--- config.mk ---
export PLATFORM = sky130hd
export DESIGN_NAME = length_prefixed_command_deframer
export DESIGN_NICKNAME = d
export VERILOG_FILES = /design/src/rtl/core/lpcd_pkg.sv /design/src/rtl/core/length_prefixed_command_deframer.sv
export SDC_FILE = /design/constraint.sdc
export NUM_CORES = 1
export LEC_CHECK = 0
export ABC_CLOCK_PERIOD_IN_PS = 9400
export BUFFER_PORTS_ARGS = -buffer_cell sky130_fd_sc_hd__buf_2
export CORE_MARGIN = 4
export CORE_UTILIZATION = 59
export CTS_CLUSTER_DIAMETER = 200
export DETAILED_ROUTE_END_ITERATION = 16
export GPL_ROUTABILITY_DRIVEN = 1
export PLACE_DENSITY = 0.8
export SYNTH_ARGS = -nofsm -noshare
export SYNTH_HDL_FRONTEND = slang
export SYNTH_SLANG_ARGS = --single-unit
--- constraint.sdc ---
create_clock -name clk_i -period 9.4 [get_ports clk_i]
set_input_delay 0.47 -clock clk_i [delete_from_list [all_inputs] [get_ports clk_i]]
set_output_delay 0.47 -clock clk_i [all_outputs]
set_load 0.02 [all_outputs]
--- src/rtl/core/lpcd_pkg.sv ---
// ----------------------------------------------------------------------------
// lpcd_pkg
// Types and constants shared by the length-prefixed command deframer.
// ----------------------------------------------------------------------------
package lpcd_pkg;

  localparam int unsigned LenBytes  = 2;
  localparam int unsigned CfgIdxW   = 2;
  localparam int unsigned CfgDataW  = 2;
  localparam int unsigned TdataInW  = 8;
  localparam int unsigned TdataOutW = 56;
  localparam int unsigned TuserOutW = 2;

  typedef enum logic [CfgIdxW-1:0] {
    CFG_BOX_BYTES   = 2'd0,
    CFG_FIELD_BYTES = 2'd1
  } cfg_reg_e;

  typedef logic [CfgIdxW-1:0]  cfg_idx_t;
  typedef logic [CfgDataW-1:0] cfg_data_t;

  typedef struct packed {
    logic        status;
    logic        last;
    logic [15:0] byte_offset;
    logic        has_data;
    logic [7:0]  data_byte;
    logic [15:0] field_index;
    logic [15:0] box_index;
  } result_t;

endpackage

--- src/rtl/core/length_prefixed_command_deframer.sv ---
// ----------------------------------------------------------------------------
// length_prefixed_command_deframer
// A result beat passes the input register and then the result register before it is valid.
// Throughput: one input byte per cycle, held only by output backpressure.
// The input register and the result register are the two stages.
// Reset clears the frame counters and indices and sets both index widths
// to one byte; no clearing pass is needed.
// ----------------------------------------------------------------------------
module length_prefixed_command_deframer (
  input  logic                                clk_i,
  input  logic                                rst_ni,
  // slave side, tdata: rx_byte
  input  logic                                s_axis_tvalid,
  output logic                                s_axis_tready,
  input  logic [lpcd_pkg::TdataInW-1:0]       s_axis_tdata,
  // master side, tdata: box_index, field_index, data_byte, byte_offset
  output logic                                m_axis_tvalid,
  input  logic                                m_axis_tready,
  output logic [lpcd_pkg::TdataOutW-1:0]      m_axis_tdata,
  output logic                                m_axis_tlast,
  // tuser: has_data, status
  output logic [lpcd_pkg::TuserOutW-1:0]      m_axis_tuser,
  // register write channel
  input  logic                                cfg_valid_i,
  output logic                                cfg_ready_o,
  input  lpcd_pkg::cfg_idx_t                  cfg_index_i,
  input  lpcd_pkg::cfg_data_t                 cfg_data_i
);
  import lpcd_pkg::*;

  logic [1:0]  box_bytes_q, field_bytes_q;
  logic        in_valid_q;
  logic [7:0]  in_byte_q;
  logic        out_valid_q;
  result_t     out_q, res_d;
  logic        res_valid_d;

  logic [15:0] bytes_seen_q, bytes_seen_d;
  logic [15:0] frame_length_q, frame_length_d;
  logic [7:0]  length_high_q, length_high_d;
  logic [15:0] box_accum_q, box_accum_d;
  logic [15:0] field_accum_q, field_accum_d;

  logic        advance;
  logic [2:0]  box_end, hdr;
  logic [16:0] pos_p1;
  logic [15:0] full_len;
  logic        is_last;
  logic        cfg_ok;

  assign advance       = in_valid_q && (!out_valid_q || m_axis_tready);
  assign s_axis_tready = !in_valid_q || advance;
  assign cfg_ready_o   = 1'b1;
  assign cfg_ok        = (cfg_data_i == 2'd1) || (cfg_data_i == 2'd2);

  // register writes, bad widths ignored
  always_ff @(posedge clk_i or negedge rst_ni) begin
    if (!rst_ni) begin
      box_bytes_q   <= 2'd1;
      field_bytes_q <= 2'd1;
    end else if (cfg_valid_i && cfg_ok) begin
      case (cfg_reg_e'(cfg_index_i))
        CFG_BOX_BYTES:   box_bytes_q   <= cfg_data_i;
        CFG_FIELD_BYTES: field_bytes_q <= cfg_data_i;
        default: ;
      endcase
    end
  end

  // input stage
  always_ff @(posedge clk_i or negedge rst_ni) begin
    if (!rst_ni) begin
      in_valid_q <= 1'b0;
    end else if (s_axis_tready) begin
      in_valid_q <= s_axis_tvalid;
    end
  end

  always_ff @(posedge clk_i) begin
    if (s_axis_tready && s_axis_tvalid) begin
      in_byte_q <= s_axis_tdata;
    end
  end

  assign box_end  = 3'(LenBytes) + {1'b0, box_bytes_q};
  assign hdr      = box_end + {1'b0, field_bytes_q};
  assign pos_p1   = {1'b0, bytes_seen_q} + 17'd1;
  assign full_len = {length_high_q, in_byte_q};
  assign is_last  = pos_p1 >= {1'b0, frame_length_q};

  // frame parse
  always_comb begin
    bytes_seen_d   = bytes_seen_q;
    frame_length_d = frame_length_q;
    length_high_d  = length_high_q;
    box_accum_d    = box_accum_q;
    field_accum_d  = field_accum_q;
    res_valid_d    = 1'b0;
    res_d          = '0;
    if (bytes_seen_q == 16'd0) begin
      length_high_d = in_byte_q;
      box_accum_d   = '0;
      field_accum_d = '0;
      bytes_seen_d  = 16'd1;
    end else if (bytes_seen_q == 16'd1) begin
      if (full_len < {13'd0, hdr}) begin
        bytes_seen_d   = '0;
        frame_length_d = '0;
        length_high_d  = '0;
        res_valid_d    = 1'b1;
        res_d.last     = 1'b1;
        res_d.status   = 1'b1;
      end else begin
        frame_length_d = full_len;
        bytes_seen_d   = 16'd2;
      end
    end else begin
      if (bytes_seen_q < {13'd0, box_end}) begin
        box_accum_d = {box_accum_q[7:0], in_byte_q};
      end else if (bytes_seen_q < {13'd0, hdr}) begin
        field_accum_d = {field_accum_q[7:0], in_byte_q};
      end
      if (is_last) begin
        bytes_seen_d   = '0;
        frame_length_d = '0;
        length_high_d  = '0;
      end else begin
        bytes_seen_d = pos_p1[15:0];
      end
      if (bytes_seen_q < {13'd0, hdr}) begin
        if (is_last) begin
          res_valid_d = 1'b1;
          res_d.last  = 1'b1;
          if (pos_p1 < {14'd0, hdr}) begin
            res_d.status = 1'b1;
          end else begin
            res_d.box_index   = box_accum_d;
            res_d.field_index = field_accum_d;
          end
        end
      end else begin
        res_valid_d       = 1'b1;
        res_d.box_index   = box_accum_d;
        res_d.field_index = field_accum_d;
        res_d.data_byte   = in_byte_q;
        res_d.has_data    = 1'b1;
        res_d.byte_offset = bytes_seen_q - {13'd0, hdr};
        res_d.last        = is_last;
      end
    end
  end

  always_ff @(posedge clk_i or negedge rst_ni) begin
    if (!rst_ni) begin
      bytes_seen_q   <= '0;
      frame_length_q <= '0;
      length_high_q  <= '0;
      box_accum_q    <= '0;
      field_accum_q  <= '0;
    end else if (advance) begin
      bytes_seen_q   <= bytes_seen_d;
      frame_length_q <= frame_length_d;
      length_high_q  <= length_high_d;
      box_accum_q    <= box_accum_d;
      field_accum_q  <= field_accum_d;
    end
  end

  // result stage
  always_ff @(posedge clk_i or negedge rst_ni) begin
    if (!rst_ni) begin
      out_valid_q <= 1'b0;
    end else if (advance) begin
      out_valid_q <= res_valid_d;
    end else if (m_axis_tready) begin
      out_valid_q <= 1'b0;
    end
  end

  always_ff @(posedge clk_i) begin
    if (advance && res_valid_d) begin
      out_q <= res_d;
    end
  end

  assign m_axis_tvalid = out_valid_q;
  assign m_axis_tdata  = {out_q.byte_offset, out_q.data_byte, out_q.field_index,
                          out_q.box_index};
  assign m_axis_tlast  = out_q.last;
  assign m_axis_tuser  = {out_q.status, out_q.has_data};

`ifndef SYNTHESIS
  a_err_is_last: assert property (@(posedge clk_i) disable iff (!rst_ni)
    out_valid_q && out_q.status |-> out_q.last && !out_q.has_data)
    else $error("error beat not marked last or carries data");

  a_widths_legal: assert property (@(posedge clk_i) disable iff (!rst_ni)
    (box_bytes_q == 2'd1 || box_bytes_q == 2'd2) &&
    (field_bytes_q == 2'd1 || field_bytes_q == 2'd2))
    else $error("index width register out of range");

  a_in_hold: assert property (@(posedge clk_i) disable iff (!rst_ni)
    in_valid_q && !advance |=> in_valid_q && $stable(in_byte_q))
    else $error("stalled input byte lost");

  a_len_done: assert property (@(posedge clk_i) disable iff (!rst_ni)
    advance && res_valid_d && res_d.last |=> bytes_seen_q == 16'd0)
    else $error("frame counter not cleared after last beat");
`endif

endmodule
Word level (Yosys, flattened, before mapping)
Cells that the tools add are included.
{"block": "word_totals", "reg_bits": 145, "in_bits": 17, "out_inout_bits": 62, "elab_cells": 89}
{"block": "op_classes", "addsub": 4, "magnitude_cmp": 5, "n_eq_ne": 6, "muxes": 35, "bitwise_logic": 1, "reduce_logical": 21}
{"op": "$mux 16", "n": 13}
{"op": "$mux 32", "n": 3}
{"op": "$lt 16x3->1", "n": 3}
{"op": "$mux 8", "n": 4}
{"op": "$add 16x1->17 const B", "n": 1}
{"op": "$ge 17x16->1", "n": 1}
{"op": "$lt 17x3->1", "n": 1}
{"op": "$eq 16x1->1 const B", "n": 1}
{"op": "$logic_not 16->1", "n": 1}
{"op": "$sub 16x3->16", "n": 1}
{"op": "$mux 1", "n": 10}
{"op": "$mux 9", "n": 1}
{"op": "$mux 2", "n": 4}
{"op": "$reduce_and 2->1", "n": 3}
{"op": "$reduce_and 3->1", "n": 2}
{"op": "$eq 2x1->1 const B", "n": 2}
{"op": "$logic_and 1x1->1", "n": 4}
{"op": "$reduce_bool 2->1", "n": 2}
{"op": "$add 2x2->3 const A", "n": 1}
{"op": "$add 3x2->3", "n": 1}
{"op": "$logic_or 1x1->1", "n": 3}
{"op": "$ne 3x2->1 const B", "n": 1}
{"op": "$reduce_bool 3->1", "n": 1}
{"op": "$reduce_or 3->1", "n": 1}
{"op": "6 further kinds", "n": 7}

Longest topological paths before layout
Gate-level depths: netlist of the first run.
{"block": "logic_depth", "word_depth": 8, "depth_mapped": 14, "ltp_nobuf": 12}

Worst setup path before layout of the first run
No wires, ideal clock.
{"block": "synth_timing", "kind": "register to register", "start": "register bytes_seen_q[3]", "end": "register out_q (netlist bit m_axis_tdata[0]) (enable)", "setup_time_ps": 549, "arrival_time_ps": 6773, "t_required_ps": 8851, "setup_slack_ps": 2078, "stages_incl_launch_ff": 13, "path_buffers": 2, "period_less_slack_ps": 7322, "path_cell_list": "dfrtp_1 > buf_1 > nand4_1 > or4_1 > xnor2_1 > ha_1 > nand3_1 > nor2_1 > o311ai_0 > nand3_1 > clkbuf_1 > nor3_1 > nor3_1"}
{"block": "synth_via", "elab_chain_len": 7, "word_cells_on_any_way": 10, "classes_between": "add/sub: 1; order compare: 2; eq/ne: 1; mux: 4; reduce/logical: 2"}
{"element": "start: declaration", "line_no": "length_prefixed_command_deframer.sv:38", "text": "logic [15:0] bytes_seen_q, bytes_seen_d;"}
{"element": "start signal: assignment", "line_no": "length_prefixed_command_deframer.sv:161", "text": "bytes_seen_q <= bytes_seen_d;"}
{"element": "$add 16x1->17", "line_no": "length_prefixed_command_deframer.sv:87", "text": "assign pos_p1 = {1'b0, bytes_seen_q} + 17'd1;"}
{"element": "$ge 17x16->1", "line_no": "length_prefixed_command_deframer.sv:89", "text": "assign is_last = pos_p1 >= {1'b0, frame_length_q};"}
{"element": "$mux 1", "line_no": "length_prefixed_command_deframer.sv:131", "text": "if (is_last) begin"}
{"element": "$mux 1", "line_no": "length_prefixed_command_deframer.sv:130", "text": "if (bytes_seen_q < {13'd0, hdr}) begin"}
{"element": "$mux 1", "line_no": "length_prefixed_command_deframer.sv:105", "text": "end else if (bytes_seen_q == 16'd1) begin"}
{"element": "$mux 1 (*)", "line_no": "length_prefixed_command_deframer.sv:100", "text": "if (bytes_seen_q == 16'd0) begin"}
{"element": "$logic_and 1x1->1 (*)", "line_no": "length_prefixed_command_deframer.sv:181", "text": "if (advance && res_valid_d) begin"}
{"element": "end signal: assignment", "line_no": "length_prefixed_command_deframer.sv:182", "text": "out_q <= res_d;"}
{"element": "end: declaration", "line_no": "length_prefixed_command_deframer.sv:35", "text": "result_t out_q, res_d;"}
Mark *: on every way between the ends. The rest lies on a longest branch, timed or not.
A chain may end at the register's enable or synchronous reset.

Worst setup path after layout of the first run
{"block": "layout_timing", "start": "register box_bytes_q[0]", "end": "register field_accum_q[11]"}
{"block": "layout_via", "elab_chain_len": 7, "word_cells_on_any_way": 8, "classes_between": "add/sub: 2; order compare: 2; mux: 4"}
{"element": "start: declaration", "line_no": "length_prefixed_command_deframer.sv:31", "text": "logic [1:0] box_bytes_q, field_bytes_q;"}
{"element": "start signal: assignment", "line_no": "length_prefixed_command_deframer.sv:63", "text": "CFG_BOX_BYTES: box_bytes_q <= cfg_data_i;"}
{"element": "$add 2x2->3 (*)", "line_no": "length_prefixed_command_deframer.sv:85", "text": "assign box_end = 3'(LenBytes) + {1'b0, box_bytes_q};"}
{"element": "$add 3x2->3", "line_no": "length_prefixed_command_deframer.sv:86", "text": "assign hdr = box_end + {1'b0, field_bytes_q};"}
{"element": "$lt 16x3->1", "line_no": "length_prefixed_command_deframer.sv:120", "text": "end else if (bytes_seen_q < {13'd0, hdr}) begin"}
{"element": "$mux 16", "line_no": "length_prefixed_command_deframer.sv:120"}
{"element": "$mux 16 (*)", "line_no": "length_prefixed_command_deframer.sv:118", "text": "if (bytes_seen_q < {13'd0, box_end}) begin"}
{"element": "$mux 16 (*)", "line_no": "length_prefixed_command_deframer.sv:105"}
{"element": "$mux 16 (*)", "line_no": "length_prefixed_command_deframer.sv:100"}
{"element": "end signal: assignment", "line_no": "length_prefixed_command_deframer.sv:165", "text": "field_accum_q <= field_accum_d;"}
{"element": "end: declaration", "line_no": "length_prefixed_command_deframer.sv:42", "text": "logic [15:0] field_accum_q, field_accum_d;"}
Mark *: on every way between the ends. The rest lies on a longest branch, timed or not. The select of a mux whose other input is x is not followed.

==> results.yml, run 1 <==
outcome:
  status: "finished clean"
route:
  drt_iter0_drc: 376
  dr_total_vias: 5061
  wl_per_cell_um: 19.19
  via_per_inst: 6.127
  wl_um: 15860
  drc: 0
  dr.pass1.iters: 5
  detail-route-antenna-nets: 0
power_and_ir_drop:
  p_leak_nw: 3.679
  ir_drop_mv: 0.3691
  powerDensity_nw_per_um2: 419.2
cells_and_area:
  area_growth_pct: 14.84
  instances_no_fill: 826
  finalNetCount: 719
  antenna_cells: 0
  fillers: 812
  drive_gt1_share_pct: 18.45
floorplanning:
  core_area_um2: 11560
  die_h_um: 117.6
  ios: 79
  start_util_pct: 61.24
  dieArea_um2: 13820
  die_w_um: 117.6
  rows: 39
sta:
  maxSlewHeadroom_pct: 17.78
  hold_viol_final: 0
  min_period_over_period_pct: 49.92
  fin_worst_skew_ns: 0.01011
  final.min_clock_period_ns: 4.692
  setup_viol: 0
  fmax_mhz: 213.1
  setup_tns_ns: 0
  rsz0062_at_grt: "false"
  tightestPinTransition_ns: 1.233
  finalMaxSlewViolations: 0
flow_run:
  maxCapViolCount: 0
worst_setup_path:
  cp.arrival_ns: 5.06
  crit_fanout: 18
  r2r_cells: 10
  cpMaxStageDelayCell: "or3_1"
  end_kind: "flop"
  cpPeakStageDelay_ns: 0.88
  worstPathCellList: "ha_1 -> inv_1 -> fa_1 -> xor2_1 -> ha_1 -> a211oi_1 -> nand2_1 -> or3_1 -> nor2_2 -> a22o_1"
  crit_top_cell: "ha_1"
  critical_path_class: "reg -> reg"
  required_ns: 9.77
  cp-start-kind: "flop"
synthesis:
  synth_cell_types: 55
  synth_top_family_by_area: "compound AO/OA/AOI/OAI gates"
  netlist_instances: 606
  yosys-top-cells-area: "edfxtp_1 28%, dfrtp_1 27%, a22o_1 7.7%, ha_1 5.3%, mux2i_1 4.5%"
  synthTopCellsByCount: "76 x dfrtp_1, 67 x edfxtp_1, 67 x nor2_1"
  yosysSeqAreaShare_pct: 56.01
  synth_xor_area_share_pct: 3.216
  synth_edf_count: 67
  synth_mux_area_share_pct: 4.523
  synth.avg_cell_area_um2: 11.69
  syn-num-nets: 655
  async_flop_share_pct: 53.79
  ys_ff_latch: 145
  synth_most_common_cell: "dfrtp_1"
  synth.largest_area_cell: "edfxtp_1"
  netlist_area_um2: 7082
  synth_adder_area_share_pct: 5.866
  synth.top_cell.area_share_pct: 28.41
  synth_compound_area_share_pct: 13.32
  synthFlopType: "dfrtp_1"
  yosys_warnings: 0
  synth_simple_gate_area_share_pct: 12.95
global_route:
  grt_use_total_pct: 24.00
  grt_overflow: 0
  grt_pass1_wl_um: 26360
  antenna_found_initial: 0
  grt_max_degree: 79
  grt_pass1_vias: 5088
clock_network:
  cts_max_path_buffers: 2
  cts_setup_buffers: 0
  clockRootBuffer: "clkbuf_16"
  clk_latency_ns: 0.44
  ctsResizeCount: 0
  clk_pin_slew_ns: 0.06
  ctsHoldBuffers: 0
  htreeDepth: 4
  cts_buffers: 17
  clock_sink_count: 145
  cts_tree: "yes"
place:
  gp_congestion: 0.8860
  dp_hpwl_um: 10530
  place_inst: 794
  portBuffers: 77
hold_path:
  min_path_cells: 1
  min_path_type: "in -> reg"
[stage by stage]
step | total power (W) | util (%) | setup slack (ns) | hold slack [ns] | instance area, µm²
CTS | 0.003417 | 70.32 | 4.761 | 0.1958 | 8133
global placement | 0.002629 | 64.84 | 5.088 | 0.4866 | 7498
finish | 0.003409 | 70.32 | 4.708 | 0.2086 | 8133
floorplan | 0.002273 | - | 2.078 | 0.1744 | 7082
global route | 0.003622 | 70.32 | 4.405 | 0.2025 | 8133
detailed placement | 0.002693 | 64.84 | 4.775 | 0.4813 | 7498
[sequential cells by signal, summed over array words and instances (netlist names)]
register        cells
in_byte_q           8
field_bytes_q       2
m_axis_tvalid       1
length_high_q       8
m_axis_tuser        2
field_accum_q      16
box_accum_q        16
frame_length_q     16
box_bytes_q         2
m_axis_tlast        1
m_axis_tdata       56
in_valid_q          1
bytes_seen_q       16
[cell type report]
cell class                 instances  area, µm²  share of cell area, %
clock inverter                    10      105.1                  1.292
multi-input combinational        399       2840                  34.92
timing repair buffer              81      415.4                  5.108
inverter                          26      97.59                  1.200
tap                              143      178.9                  2.200
sequential                       145       3966                  48.77
clock buffer                      22      529.3                  6.508
[worst paths after layout]
| kind | to | slack, ns | startpoint |
|---|---|---|---|
| setup / recovery | field_accum_q[11]$_DFFE_PN0P_ | 4.71 | box_bytes_q[0]$_DFFE_PN1P_ |
| hold / removal | in_byte_q[7]$_DFFE_PP_ | 0.21 | s_axis_tdata[7] |
| setup reg to reg | field_accum_q[11]$_DFFE_PN0P_ | 4.71 | box_bytes_q[0]$_DFFE_PN1P_ |
| hold reg to reg | frame_length_q[10]$_DFFE_PN0P_ | 0.50 | frame_length_q[10]$_DFFE_PN0P_ |
| max in group asynchronous | bytes_seen_q[14]$_DFFE_PN0P_ | 8.49 | rst_ni |
| min in group asynchronous | field_accum_q[10]$_DFFE_PN0P_ | 0.27 | rst_ni |
[layer usage]
layer | wire, µm | part of all wire (%) | vias to the layer above | GRT usage (%)
li1 | - | - | 2351 | -
met1 | 6789 | 43 | 2505 | 30.76
met2 | 7804 | 49 | 173 | 39.20
met3 | 924 | 5.8 | 32 | 6.247
met4 | 336 | 2.1 | 0 | 9.670
met5 | 0 | 0 | - | 0
[power by group]
part | total [W] | internal (W) | switching (W)
registers | 0.00117 | 0.00102 | 0.000150
logic | 0.00153 | 0.000516 | 0.00101
clock network | 0.000712 | 0.000433 | 0.000279
[worst max-delay path: cells and delay by family, from the launching register on]
kind	cells	cell delay (ns)
AOI/OAI and AO/OA	2	0.82
and+or+nand+nor	3	1.98
xor gates and xnor gates	1	0.34
DFF	1	0.56
buffers and inverters	1	0.05
adders and majority gates	3	0.86
[placed cells by master (no fill, tap or decap), types with 5 or more instances in the layout]
cell type	count
xnor2_1	18
dfrtp_1	76
a22o_1	62
xor2_1	8
buf_2	77
nor3_1	9
and3_1	13
mux2i_1	32
nor4_1	8
o21ai_0	15
inv_6	5
o31ai_1	10
nor2_1	67
clkbuf_16	21
inv_1	26
ha_1	30
edfxtp_1	67
nand2_1	29
nand3_1	14
nand4_1	11
a21oi_1	16
nand2b_1	7
[logic make-up after synthesis]
family | count (synthesis)
adders and majority gates | 32
xor gates and xnor gates | 26
and+or+nand+nor | 184
DFF | 145
AOI/OAI and AO/OA | 124
other | 1
buffers and inverters | 62
muxes | 32
Note: power is estimated with default switching activity, not from simulation.
==> run 2: changes to the inputs <==
--- a/config.mk
+++ b/config.mk
@@ -5,14 +5,15 @@
 export SDC_FILE = /design/constraint.sdc
 export NUM_CORES = 1
 export LEC_CHECK = 0
-export ABC_CLOCK_PERIOD_IN_PS = 9400
+export ABC_AREA = 1
+export ABC_CLOCK_PERIOD_IN_PS = 3850
 export BUFFER_PORTS_ARGS = -buffer_cell sky130_fd_sc_hd__buf_2
 export CORE_MARGIN = 4
-export CORE_UTILIZATION = 59
+export CORE_UTILIZATION = 54
 export CTS_CLUSTER_DIAMETER = 200
 export DETAILED_ROUTE_END_ITERATION = 16
 export GPL_ROUTABILITY_DRIVEN = 1
-export PLACE_DENSITY = 0.8
+export PLACE_DENSITY = 0.77
 export SYNTH_ARGS = -nofsm -noshare
 export SYNTH_HDL_FRONTEND = slang
 export SYNTH_SLANG_ARGS = --single-unit
==> constraint.sdc (replaced) <==
create_clock -name clk_i -period 3.85 [get_ports clk_i]
set_input_delay 0.1925 -clock clk_i [delete_from_list [all_inputs] [get_ports clk_i]]
set_output_delay 0.1925 -clock clk_i [all_outputs]
set_load 0.02 [all_outputs]
==> results.yml, run 2 <==
route:
  drc: 0
  wl_um: 17770
  drt_iter0_drc: 521
  via_per_inst: 5.439
  wl_per_cell_um: 16.17
  dr_total_vias: 5977
  dr.pass1.iters: 5
  detail-route-antenna-nets: 0
worst_setup_path:
  r2r_cells: 22
  cp-start-kind: "flop"
  critical_path_class: "reg -> reg"
  crit_fanout: 14
  required_ns: 3.98
  end_kind: "flop"
  cp.arrival_ns: 3.60
outcome:
  status: "finished clean"
floorplanning:
  dieArea_um2: 16220
  start_util_pct: 55.22
  ios: 79
  rows: 43
  die_h_um: 127.4
  die_w_um: 127.4
  core_area_um2: 13930
place:
  portBuffers: 77
  pre_cts_slack_ns: 0.2291
  gp_congestion: 0.9157
  place_area_um2: 8184
  dp_hpwl_um: 12020
cells_and_area:
  largest_reg_flops: 56
  finalInstanceArea_um2: 8871
  layout_commonest_cell: "nand2_1"
  area_growth_pct: 15.28
  finalNetCount: 955
  most-common-layout-cells: "197 x nand2_1, 121 x inv_1, 76 x dfrtp_1, 76 x buf_2, 67 x edfxtp_1"
  drive_gt1_share_pct: 22.31
  antenna_cells: 0
sta:
  finalMaxSlewViolations: 0
  fin_worst_skew_ns: 0.008298
  hold_viol_final: 0
  tightestPinTransition_ns: 1.031
  rsz0062_at_grt: "false"
  fmax_mhz: 287.8
  final.min_clock_period_ns: 3.474
  setup_viol: 0
  layout_setup_ws_ns: 0.3758
  setup_tns_ns: 0
  maxSlewHeadroom_pct: 31.13
  min_period_over_period_pct: 90.24
  holdWs_ns: 0.05878
synthesis:
  synth_simple_gate_area_share_pct: 18.37
  synth_xor_area_share_pct: 1.008
  syn-num-nets: 869
  netlist_instances: 820
  synth_adder_area_share_pct: 5.398
  synth_top_family_by_area: "simple AND/OR/NAND/NOR gates"
  synth_compound_area_share_pct: 14.54
  synth.top_cell.area_share_pct: 26.15
  yosysSeqAreaShare_pct: 51.54
  synthTopCellsByCount: "197 x nand2_1, 122 x inv_1, 76 x dfrtp_1"
  synth.avg_cell_area_um2: 9.384
  synth.largest_area_cell: "edfxtp_1"
  synth_edf_count: 67
  synth_mux_area_share_pct: 0
  ys_ff_latch: 145
  netlist_area_um2: 7695
  yosys-top-cells-area: "edfxtp_1 26%, dfrtp_1 25%, nand2_1 9.6%, inv_1 6.0%, ha_1 4.9%"
  async_flop_share_pct: 53.79
  yosys_warnings: 0
  synthFlopType: "dfrtp_1"
  synth_cell_types: 41
  synth_most_common_cell: "nand2_1"
hold_path:
  min_path_cells: 3
  min_path_type: "in -> reg"
global_route:
  antenna_found_initial: 0
  grt_pass1_vias: 5666
  grt_overflow: 0
  grt_max_degree: 79
  grt_pass1_wl_um: 29100
  grt_use_total_pct: 22.91
clock_network:
  clockRootBuffer: "clkbuf_16"
  cts_tree: "yes"
  cts_max_path_buffers: 2
  clock_sink_count: 145
  clk_latency_ns: 0.43
  clk_pin_slew_ns: 0.06
  cts_buffers: 17
  htreeDepth: 4
  cts_setup_buffers: 0
flow_run:
  maxCapViolCount: 0
## run 2: cell count changes after synthesis, sizes merged, moves of 31 or more
cell	before	now
a21oi	16	49
inv	26	131
a22o	62	0
o211ai	1	32
nand2	29	207
o22ai	1	33
mux2i	32	0
## run 2: routing by layer
layer	global-route usage, %	share of wire, %	up-vias
met5	0	0	-
met4	7.445	1.6	0
met3	4.557	7.0	25
met2	34.65	45	232
met1	33.42	46	2835
li1	-	-	2885
## run 2: final timing paths
check / from / slack, ns / to
setup / recovery: bytes_seen_q[1]$_DFFE_PN0P_ / 0.38 / m_axis_tdata[19]$_SDFFCE_PP0P_
hold / removal: cfg_data_i[0] / 0.06 / field_bytes_q[0]$_DFFE_PN1P_
setup reg to reg: bytes_seen_q[1]$_DFFE_PN0P_ / 0.38 / m_axis_tdata[19]$_SDFFCE_PP0P_
hold reg to reg: field_bytes_q[0]$_DFFE_PN1P_ / 0.48 / field_bytes_q[0]$_DFFE_PN1P_
max in group asynchronous: rst_ni / 2.70 / box_accum_q[13]$_DFFE_PN0P_
min in group asynchronous: rst_ni / 0.46 / frame_length_q[14]$_DFFE_PN0P_
## run 2: area by class of cell
cell class	count	area (µm²)
clock buffer	22	485.5
clock inverter	10	96.34
fill	1091	5064
inverter	132	495.5
multi-input combinational	514	3034
sequential	145	3966
tap	180	225.2
timing repair buffer	96	568.0
## run 2: critical path: stages (launching register included)
cell     delay [ns]
dfrtp_1        0.50
ha_1           0.25
nand3_1        0.16
inv_1          0.15
nand2_2        0.09
nor2_1         0.10
nand2_1        0.06
nand2_1        0.09
inv_1          0.06
ha_1           0.29
nand2_1        0.06
inv_1          0.04
nand2_1        0.06
nor2_1         0.08
nand2_1        0.05
nand3_1        0.08
a21oi_2        0.08
nand3_2        0.11
inv_2          0.08
nand2_1        0.06
nand3_1        0.13
inv_2          0.30
buf_4          0.29
## run 2: kinds of logic after synthesis
family                     Yosys count
DFF                                145
other                                1
and+or+nand+nor                    317
buffers and inverters              161
adders and majority gates           32
xor gates and xnor gates             8
AOI/OAI and AO/OA                  156
## run 2: metrics by stage
step,util [%],instances
finish,63.66,1099
global route,63.66,1099
CTS,63.63,1099
detailed placement,58.73,1057
global placement,58.73,1057
floorplan,-,820
## run 2: what timing repair did
item,in CTS,in global routing
endpoints found under the hold margin,85,0
endpoints found under the setup margin,0,24
hold buffers,10,0
gates resized for setup,0,1
Power of run 2 is left out: the tool's default activity adds up to more than one toggle a clock period on the data nets, which glitch-free logic cannot reach.
==> run 3: changes to the inputs <==
--- a/config.mk
+++ b/config.mk
@@ -7,7 +7,7 @@
 export LEC_CHECK = 0
 export ABC_AREA = 1
 export ABC_CLOCK_PERIOD_IN_PS = 3850
-export BUFFER_PORTS_ARGS = -buffer_cell sky130_fd_sc_hd__buf_2
+export BUFFER_PORTS_ARGS = -buffer_cell sky130_fd_sc_hd__clkbuf_2
 export CORE_MARGIN = 4
 export CORE_UTILIZATION = 54
 export CTS_CLUSTER_DIAMETER = 200
==> results.yml, run 3 (synthesis gave the netlist of run 2 again) <==
outcome:
  status: "finished clean"
route:
  wl_per_cell_um: 16.42
  detail-route-antenna-nets: 0
  via_per_inst: 5.506
  dr_total_vias: 6046
  drc: 0
  dr.pass1.iters: 6
  drt_iter0_drc: 631
  wl_um: 18030
global_route:
  grt_pass1_vias: 5752
  antenna_found_initial: 0
  grt_use_total_pct: 23.30
  grt_overflow: 0
  grt_max_degree: 79
  grt_pass1_wl_um: 29520
sta:
  setup_viol: 0
  min_period_over_period_pct: 90.36
  final.min_clock_period_ns: 3.479
  hold_viol_final: 0
  holdWs_ns: 0.06918
  fmax_mhz: 287.4
  tightestPinTransition_ns: 1.052
  finalMaxSlewViolations: 0
  setup_tns_ns: 0
  maxSlewHeadroom_pct: 29.70
  fin_worst_skew_ns: 0.007866
  rsz0062_at_grt: "false"
worst_setup_path:
  cp.arrival_ns: 3.60
  crit_fanout: 14
  path_buf_inv: 7
  end_kind: "flop"
  r2r-end: "m_axis_tdata[24]$_SDFFCE_PP0P_"
  critical_path_class: "reg -> reg"
  r2r_start: "bytes_seen_q[1]$_DFFE_PN0P_"
  critPathTopFamily: "buffers and inverters"
  cp-start-kind: "flop"
  crit_top_cell: "nand2_1"
  cpMaxStageDelayCell: "dfrtp_1"
  required_ns: 3.97
  r2r_setup_slack_ns: 0.37
  worstPathCellList: "ha_1 -> nand3_1 -> inv_1 -> nand2_2 -> inv_2 -> nand3_1 -> nand2_1 -> inv_1 -> ha_1 -> nand2_1 -> inv_1 -> nand2_1 -> nor2_1 -> nand2_1 -> nand3_1 -> a21oi_2 -> nand3_2 -> inv_2 -> nand2_1 -> nand3_1 -> inv_2 -> buf_4"
  r2r_cells: 22
  cpPeakStageDelay_ns: 0.51
place:
  gp_congestion: 0.9314
  dp_hpwl_um: 12100
  place_area_um2: 8184
  portBuffers: 77
clock_network:
  cts_buffers: 17
  cts_setup_buffers: 0
  clk_latency_ns: 0.43
  cts_tree: "yes"
  cts_max_path_buffers: 2
  clock_sink_count: 145
  clk_pin_slew_ns: 0.06
  clockRootBuffer: "clkbuf_16"
  htreeDepth: 4
floorplanning:
  ios: 79
  start_util_pct: 55.22
  dieArea_um2: 16220
  rows: 43
  die_h_um: 127.4
  core_area_um2: 13930
  die_w_um: 127.4
cells_and_area:
  drive_gt1_share_pct: 22.33
  final_core_util_pct: 63.37
  area_growth_pct: 14.75
  fillers: 1143
  largest_reg_flops: 56
  finalInstanceArea_um2: 8830
  layout_commonest_cell: "nand2_1"
  finalNetCount: 955
  antenna_cells: 0
  most-common-layout-cells: "197 x nand2_1, 121 x inv_1, 76 x dfrtp_1, 76 x clkbuf_2, 67 x edfxtp_1"
hold_path:
  min_path_type: "in -> reg"
  min_path_cells: 3
  min_from: "cfg_data_i[0]"
  hold_path_end: "field_bytes_q[0]$_DFFE_PN1P_"
flow_run:
  maxCapViolCount: 0
## run 3: changes by cell type in the layout (fill, tap and decap cells not counted)
cell / delta
buf_2: -76
clkbuf_1: -1
clkbuf_16: -1
clkbuf_2: +76
clkbuf_8: -2
clkinv_2: +3
clkinv_4: -1
inv_6: +1
## run 3: worst reg2reg max path, cell delays in order (launching register included)
cell     delay, ns
dfrtp_1       0.51
ha_1          0.25
nand3_1       0.15
inv_1         0.14
nand2_2       0.09
inv_2         0.06
nand3_1       0.06
nand2_1       0.08
inv_1         0.06
ha_1          0.29
nand2_1       0.05
inv_1         0.10
nand2_1       0.06
nor2_1        0.11
nand2_1       0.06
nand3_1       0.08
a21oi_2       0.08
nand3_2       0.11
inv_2         0.08
nand2_1       0.06
nand3_1       0.10
inv_2         0.31
buf_4         0.30
## run 3: metal layers
layer,track usage (%),share of wire (%),up-vias
li1,-,-,2881
met1,33.73,45,2877
met2,35.15,45,262
met3,4.348,8.0,26
met4,8.770,1.9,0
met5,0,0,-
## run 3: how the worst max path moves through the flow
stage / startpoint / end / slack (ns) / depth (start not counted)
after floorplan: bytes_seen_q[1]$_DFFE_PN0P_ / m_axis_tdata[0]$_SDFFCE_PP0P_ / 0.08 / 21
after global placement: box_bytes_q[0]$_DFFE_PN1P_ / m_axis_tdata[23]$_SDFFCE_PP0P_ / 0.31 / 13
after detailed placement: box_bytes_q[0]$_DFFE_PN1P_ / m_axis_tdata[17]$_SDFFCE_PP0P_ / 0.20 / 12
after CTS: box_bytes_q[0]$_DFFE_PN1P_ / m_axis_tdata[20]$_SDFFCE_PP0P_ / 0.17 / 12
after global routing: bytes_seen_q[1]$_DFFE_PN0P_ / m_axis_tdata[24]$_SDFFCE_PP0P_ / 0.13 / 22
final: bytes_seen_q[1]$_DFFE_PN0P_ / m_axis_tdata[24]$_SDFFCE_PP0P_ / 0.37 / 22
## run 3: final cells by class
class / count / area, µm² / share of cell area [%]
clock buffers: 18 / 429.2 / 4.860
clock inverters: 13 / 111.4 / 1.261
inverters: 132 / 495.5 / 5.611
multi-input cells: 514 / 3034 / 34.36
flip-flops and latches: 145 / 3966 / 44.92
well taps: 180 / 225.2 / 2.551
repair buffers: 96 / 568.0 / 6.433
## run 3: what timing repair did
item,in CTS,in global routing
setup endpoints to repair,0,25
endpoints found under the hold margin,73,0
resized for setup,0,1
hold buffers,10,0
## run 3: stage by stage
stage               std cells  worst slack, ns
CTS                      1098           0.1686
global route             1098           0.1250
floorplan                 820          0.07634
detailed placement       1057           0.1990
global placement         1057           0.3064
finish                   1098           0.3711
Power of run 3 is left out for the same reason.
